==> src/sv/spe_pkg.sv <==
// ----------------------------------------------------------------------------
// spe_pkg
// Shared types and constants for the sparse polynomial evaluator.
// ----------------------------------------------------------------------------
package spe_pkg;

	localparam int MAX_TERMS    = 64;
	localparam int MAX_EXPONENT = 63;

	localparam int COEF_W = 32;
	localparam int EXP_W  = 6;
	localparam int X_W    = 32;
	localparam int SUM_W  = 64;
	localparam int TU_W   = 7;

	localparam int IDX_W = (MAX_TERMS > 1) ? $clog2(MAX_TERMS) : 1;
	localparam int CNT_W = $clog2(MAX_TERMS + 1);
	localparam int BIT_W = (EXP_W > 1) ? $clog2(EXP_W) : 1;

	localparam logic REQ_LOAD = 1'b0;
	localparam logic REQ_EVAL = 1'b1;

	typedef logic [COEF_W-1:0] coef_t;
	typedef logic [EXP_W-1:0]  exp_t;
	typedef logic [SUM_W-1:0]  sum_t;
	typedef logic [TU_W-1:0]   terms_used_t;
	typedef logic [IDX_W-1:0]  idx_t;
	typedef logic [CNT_W-1:0]  cnt_t;
	typedef logic [BIT_W-1:0]  bit_idx_t;

	typedef struct packed {
		coef_t coef;
		exp_t  exponent;
	} term_t;

	typedef enum logic [1:0] {
		MUL_ONE,
		MUL_SQR,
		MUL_OPND
	} mul_op_t;

	typedef struct packed {
		logic    en;
		mul_op_t op;
	} mul_ctrl_t;

	typedef enum logic [2:0] {
		S_IDLE,
		S_READ,
		S_SQR,
		S_MULX,
		S_MULC,
		S_ACC,
		S_DONE
	} state_t;

endpackage

==> src/sv/spe_mul_unit.sv <==
// ----------------------------------------------------------------------------
// spe_mul_unit
// Shared 32-bit wrapping multiplier with its own accumulator register.
// ----------------------------------------------------------------------------
module spe_mul_unit (
	input  logic                clk,
	input  spe_pkg::mul_ctrl_t  ctrl,
	input  spe_pkg::coef_t      operand,
	output spe_pkg::coef_t      acc
);

	spe_pkg::coef_t                      acc_q;
	spe_pkg::coef_t                      rhs;
	logic [2*spe_pkg::COEF_W-1:0]        prod;

	always_comb begin
		case (ctrl.op)
			spe_pkg::MUL_SQR:  rhs = acc_q;
			spe_pkg::MUL_OPND: rhs = operand;
			default:           rhs = acc_q;
		endcase
		prod = acc_q * rhs;
	end

	always_ff @(posedge clk) begin
		if (ctrl.en) begin
			case (ctrl.op)
				spe_pkg::MUL_ONE: acc_q <= spe_pkg::coef_t'(1);
				default:          acc_q <= prod[spe_pkg::COEF_W-1:0];
			endcase
		end
	end

	assign acc = acc_q;

endmodule

==> src/sv/sparse_polynomial_evaluator_core.sv <==
// ----------------------------------------------------------------------------
// sparse_polynomial_evaluator_core
// Stores polynomial terms and evaluates their sum at a point on request.
// ----------------------------------------------------------------------------
// Channel  Handshake              Payload
// req      req_valid / req_ready  req_type, term_coef, term_exponent, point_x
// rsp      rsp_valid / rsp_ready  poly_value, terms_used, terms_dropped
//
// A load returns nothing. An evaluation handles the stored terms one by one,
// paced by the single shared 32-bit multiplier that squares, multiplies by x
// and multiplies by the coefficient in turn.
// The request side is not ready from an evaluate transfer until its result
// transfer completes. Reset empties the term store and clears the flag.
// ----------------------------------------------------------------------------
module sparse_polynomial_evaluator_core (
	input  logic                        clk,
	input  logic                        arst_n,
	input  logic                        req_valid,
	output logic                        req_ready,
	input  logic                        req_type,
	input  logic signed [31:0]          term_coef,
	input  logic [5:0]                  term_exponent,
	input  logic signed [31:0]          point_x,
	output logic                        rsp_valid,
	input  logic                        rsp_ready,
	output logic signed [63:0]          poly_value,
	output logic [6:0]                  terms_used,
	output logic                        terms_dropped
);

	spe_pkg::state_t     state_q, state_d;
	spe_pkg::cnt_t       cnt_q;
	logic                ovf_q;
	spe_pkg::idx_t       idx_q;
	spe_pkg::bit_idx_t   bit_q;
	spe_pkg::coef_t      x_q;
	spe_pkg::sum_t       sum_q;
	spe_pkg::term_t      rd_q;
	spe_pkg::term_t      mem [spe_pkg::MAX_TERMS];

	spe_pkg::mul_ctrl_t  mul_ctrl;
	spe_pkg::coef_t      mul_opnd;
	spe_pkg::coef_t      mul_acc;
	spe_pkg::exp_t       exp_sat;
	logic                req_xfer;
	logic                rsp_xfer;
	logic                store_full;
	logic                last_term;
	logic                wr_en;
	logic                rd_en;

	assign req_xfer   = req_valid && req_ready;
	assign rsp_xfer   = rsp_valid && rsp_ready;
	assign store_full = !(cnt_q < spe_pkg::cnt_t'(spe_pkg::MAX_TERMS));
	assign last_term  = (spe_pkg::cnt_t'(idx_q) + spe_pkg::cnt_t'(1)) == cnt_q;
	assign exp_sat    = (term_exponent > spe_pkg::exp_t'(spe_pkg::MAX_EXPONENT)) ?
		spe_pkg::exp_t'(spe_pkg::MAX_EXPONENT) : term_exponent;
	assign wr_en      = req_xfer && (req_type == spe_pkg::REQ_LOAD) && !store_full;
	assign mul_opnd   = (state_q == spe_pkg::S_MULC) ? rd_q.coef : x_q;

	always_ff @(posedge clk or negedge arst_n) begin
		if (!arst_n) begin
			state_q <= spe_pkg::S_IDLE;
		end else begin
			state_q <= state_d;
		end
	end

	always_comb begin
		state_d     = state_q;
		req_ready   = 1'b0;
		rsp_valid   = 1'b0;
		rd_en       = 1'b0;
		mul_ctrl.en = 1'b0;
		mul_ctrl.op = spe_pkg::MUL_ONE;
		case (state_q)
			spe_pkg::S_IDLE: begin
				req_ready = 1'b1;
				if (req_xfer && (req_type == spe_pkg::REQ_EVAL)) begin
					state_d = (cnt_q == '0) ? spe_pkg::S_DONE : spe_pkg::S_READ;
				end
			end
			spe_pkg::S_READ: begin
				rd_en       = 1'b1;
				mul_ctrl.en = 1'b1;
				mul_ctrl.op = spe_pkg::MUL_ONE;
				state_d     = spe_pkg::S_SQR;
			end
			spe_pkg::S_SQR: begin
				mul_ctrl.en = 1'b1;
				mul_ctrl.op = spe_pkg::MUL_SQR;
				if (rd_q.exponent[bit_q]) begin
					state_d = spe_pkg::S_MULX;
				end else if (bit_q == '0) begin
					state_d = spe_pkg::S_MULC;
				end
			end
			spe_pkg::S_MULX: begin
				mul_ctrl.en = 1'b1;
				mul_ctrl.op = spe_pkg::MUL_OPND;
				state_d     = (bit_q == '0) ? spe_pkg::S_MULC : spe_pkg::S_SQR;
			end
			spe_pkg::S_MULC: begin
				mul_ctrl.en = 1'b1;
				mul_ctrl.op = spe_pkg::MUL_OPND;
				state_d     = spe_pkg::S_ACC;
			end
			spe_pkg::S_ACC: begin
				state_d = last_term ? spe_pkg::S_DONE : spe_pkg::S_READ;
			end
			spe_pkg::S_DONE: begin
				rsp_valid = 1'b1;
				if (rsp_ready) begin
					state_d = spe_pkg::S_IDLE;
				end
			end
			default: begin
				state_d = spe_pkg::S_IDLE;
			end
		endcase
	end

	always_ff @(posedge clk or negedge arst_n) begin
		if (!arst_n) begin
			cnt_q <= '0;
			ovf_q <= 1'b0;
		end else if (rsp_xfer) begin
			cnt_q <= '0;
			ovf_q <= 1'b0;
		end else if (req_xfer && (req_type == spe_pkg::REQ_LOAD)) begin
			if (store_full) begin
				ovf_q <= 1'b1;
			end else begin
				cnt_q <= cnt_q + spe_pkg::cnt_t'(1);
			end
		end
	end

	always_ff @(posedge clk) begin
		if (req_xfer && (req_type == spe_pkg::REQ_EVAL)) begin
			x_q   <= point_x;
			sum_q <= '0;
			idx_q <= '0;
		end
		if (state_q == spe_pkg::S_READ) begin
			bit_q <= spe_pkg::bit_idx_t'(spe_pkg::EXP_W - 1);
		end
		if ((state_q == spe_pkg::S_SQR) && !rd_q.exponent[bit_q] && (bit_q != '0)) begin
			bit_q <= bit_q - spe_pkg::bit_idx_t'(1);
		end
		if ((state_q == spe_pkg::S_MULX) && (bit_q != '0)) begin
			bit_q <= bit_q - spe_pkg::bit_idx_t'(1);
		end
		if (state_q == spe_pkg::S_ACC) begin
			sum_q <= sum_q + spe_pkg::sum_t'($signed(mul_acc));
			if (!last_term) begin
				idx_q <= idx_q + spe_pkg::idx_t'(1);
			end
		end
	end

	always_ff @(posedge clk) begin
		if (wr_en) begin
			mem[cnt_q[spe_pkg::IDX_W-1:0]] <= '{coef: term_coef, exponent: exp_sat};
		end
		if (rd_en) begin
			rd_q <= mem[idx_q];
		end
	end

	spe_mul_unit u_mul (
		.clk     (clk),
		.ctrl    (mul_ctrl),
		.operand (mul_opnd),
		.acc     (mul_acc)
	);

	assign poly_value    = sum_q;
	assign terms_used    = spe_pkg::terms_used_t'(cnt_q);
	assign terms_dropped = ovf_q;

endmodule
==> config.mk <==
export PLATFORM = sky130hd
export DESIGN_NAME = sparse_polynomial_evaluator_core
export DESIGN_NICKNAME = d
export VERILOG_FILES = /design/src/sv/spe_pkg.sv /design/src/sv/spe_mul_unit.sv /design/src/sv/sparse_polynomial_evaluator_core.sv
export SDC_FILE = /design/constraint.sdc
export NUM_CORES = 2
export LEC_CHECK = 0
export ABC_AREA = 0
export BUFFER_PORTS_ARGS = -buffer_cell sky130_fd_sc_hd__buf_2
export CORE_ASPECT_RATIO = 1.25
export CORE_UTILIZATION = 60
export DETAILED_ROUTE_END_ITERATION = 7
export GPL_TIMING_DRIVEN = 1
export PLACE_DENSITY_LB_ADDON = 0.3
export SKIP_CTS_REPAIR_TIMING = 1
export SLEW_MARGIN = 20
export SYNTH_ARGS = -nofsm -noshare
export SYNTH_HDL_FRONTEND = slang
export SYNTH_SLANG_ARGS = --single-unit
==> constraint.sdc <==
create_clock -name clk -period 14.3 [get_ports clk]
set_input_delay 0.715 -clock clk [delete_from_list [all_inputs] [get_ports clk]]
set_output_delay 0.715 -clock clk [all_outputs]
set_load 0.005 [all_outputs]
==> flow_summary.yaml <==
final_layout:
  final_cell_mix: "edfxtp_1 (2601), mux4_2 (799), inv_1 (427)"
  final_common_cell: "edfxtp_1"
  fillers: 12300
  nets: 7253
  drive_gt1_share_pct: 22.7
  area_growth_pct: 10.5
yosys:
  synthesis.area_um2: 119000
  synth_edf_count: 2601
  avgSynthCellArea_um2: 18.7
  seq_area_frac_synth_pct: 66.0
  ys_warn_count: 0
  synth-main-ff-cell: "edfxtp_1"
  synth_top_area_share_pct: 65.7
  synth_area_leaders: "edfxtp_1 (66%), mux4_2 (15%), fa_1 (6.9%)"
  synthArstFlopShare_pct: 0.420
  yosysUniqueCellTypes: 74
  ys_ff_latch: 2618
  synth_top_cell_by_area: "edfxtp_1"
  synthCells: 6356
  syn_nets: 7031
floorplan:
  rows: 182
  core_area_um2: 197000
  num_io_pins: 149
  die_h_um: 500
  dieArea_um2: 200000
  fp.dieW_um: 400
  initial_core_util_pct: 60.4
grt:
  grt_max_degree: 153
  grt_pass1_vias: 66500
  grt_first_pass_wirelength_um: 478000
  gr-total-overflow: 0
  antenna_found_initial: 23
  grt_use_total_pct: 34.4
worst_setup_path:
  worst_path_largest_cell_delay_ns: 0.68
  path_common_cell: "fa_1"
  endpoint_kind: "flip-flop"
  cp-start-kind: "flip-flop"
  required_ns: 14.91
  cp_max_fo: 49
  critPathBufInv: 6
  path_depth: 29
  cp_slowest_cell: "a31oi_4"
  path_delay_family: "adder cells"
  cp_data_arrival_time_ns: 9.53
  path_class: "flip-flop to flip-flop"
  worst-r2r-cell-count: 29
timing:
  rsz0062_at_grt: "false"
  slew_headroom_pct: 19.3
  worst_pin_slew_ns: 1.20
  max_freq_mhz: 112
  min_period_ns: 8.92
  final_max_slew_viol_count: 0
  skew_ns: 0.0684
  setup_viol: 0
  final_hold_viol_count: 0
  tns_ns: 0
  period_share_pct: 62.4
clock_network:
  root_buffer: "clkbuf_16"
  clk_pin_slew_ns: 0.06
  cts_max_level: 4
  cts_buffer_depth: 3
  cts_buffers: 233
  clk_latency_ns: 0.89
  cts_tree: "yes"
  cts.sinks: 2618
drt:
  drcViolationCount: 0
  postRouteAntennaNets: 0
  drt_wl_total_um: 338000
  via_per_inst: 6.83
  detail_route.first_pass.iterations: 6
  post_drt_wl_per_cell_um: 36.1
  dr_wl_met2_um: 168000
  vias: 64000
  wl_met1_um: 110000
  drtIter0Drc: 8863
  route.met3.wl_um: 38300
  top_layer: "met5"
hold_path:
  hp-class: "primary input to flip-flop"
  min_path_cells: 1
placement:
  hpwlAfterDp_um: 186000
  io_buffers: 148
  gp_congestion: 0.935
run:
  cap_viol_max_count: 0
status:
  status: "finished clean"
state kept, by name, summed over array words and instances, names as in the netlist:
| register | flops |
|---|---|
| mem | 2432 |
| x_q | 32 |
| idx_q | 6 |
| poly_value | 64 |
| state_q | 3 |
| terms_used | 7 |
| u_mul.acc | 32 |
| terms_dropped | 1 |
| rd_q | 38 |
| bit_q | 3 |
cells by family after synthesis:
group | Yosys count | synth area share (%)
muxes | 805 | 15.2
xor gates and xnor gates | 144 | 1.15
adders and majority gates | 600 | 8.90
DFF | 2618 | 66.0
and+or+nand+nor | 1037 | 4.21
AOI/OAI and AO/OA | 396 | 2.09
buffers and inverters | 756 | 2.45
final timing paths:
kind	from	endpoint	slack, ns
min in group asynchronous	arst_n	state_q[1]	0.40
worst max register to register	state_q[0]	u_mul.acc[31]	5.38
worst min-delay path	point_x[17]	x_q[17]	0.03
max in group asynchronous	arst_n	terms_dropped	13.57
worst max-delay path	state_q[0]	u_mul.acc[31]	5.38
worst min register to register	rd_q[6]	u_mul.acc[0]	0.63
cell usage after synthesis (all sizes together), types with 46 or more instances:
cell    instances
nand2         342
mux4          799
nor2          243
xor2           46
buf            84
and2          293
clkbuf        244
o21ai          78
inv           428
xnor2          91
a21oi         159
ha            191
fa            409
edfxtp       2601
stage by stage:
stage                     instances  setup slack [ns]  hold slack (ns)  cell area [um^2]  util (%)
final                          9367              5.38           0.0324            131000      66.8
after global routing           9362              4.99          0.00213            131000      66.8
after CTS                      9328              5.41           -0.315            131000      66.6
after detailed placement       8890              5.43            0.622            123000      62.6
after global placement         8890              5.15            0.621            123000      62.6
after floorplan                6356              6.32            0.419            119000         -
area by class of cell:
class	count	area [um^2]	area share, %
Inverter	428	1610	1.22
Timing Repair Buffer	315	2180	1.66
Clock buffer	274	6070	4.62
Antenna cell	10	25.0	0.0190
Clock inverter	164	1770	1.35
Tap cell	2576	3220	2.45
Multi-Input combinational cell	2982	38000	28.9
Sequential cell	2618	78500	59.8
layer usage:
metal	vias to the layer above	global-route usage, %
li1	25000	-
met1	33200	42.7
met5	-	0
met4	14	19.4
met2	4652	56.0
met3	1153	7.89
Power is left out: the tool's default activity adds up to more than one toggle a clock period on the data nets, which glitch-free logic cannot reach.
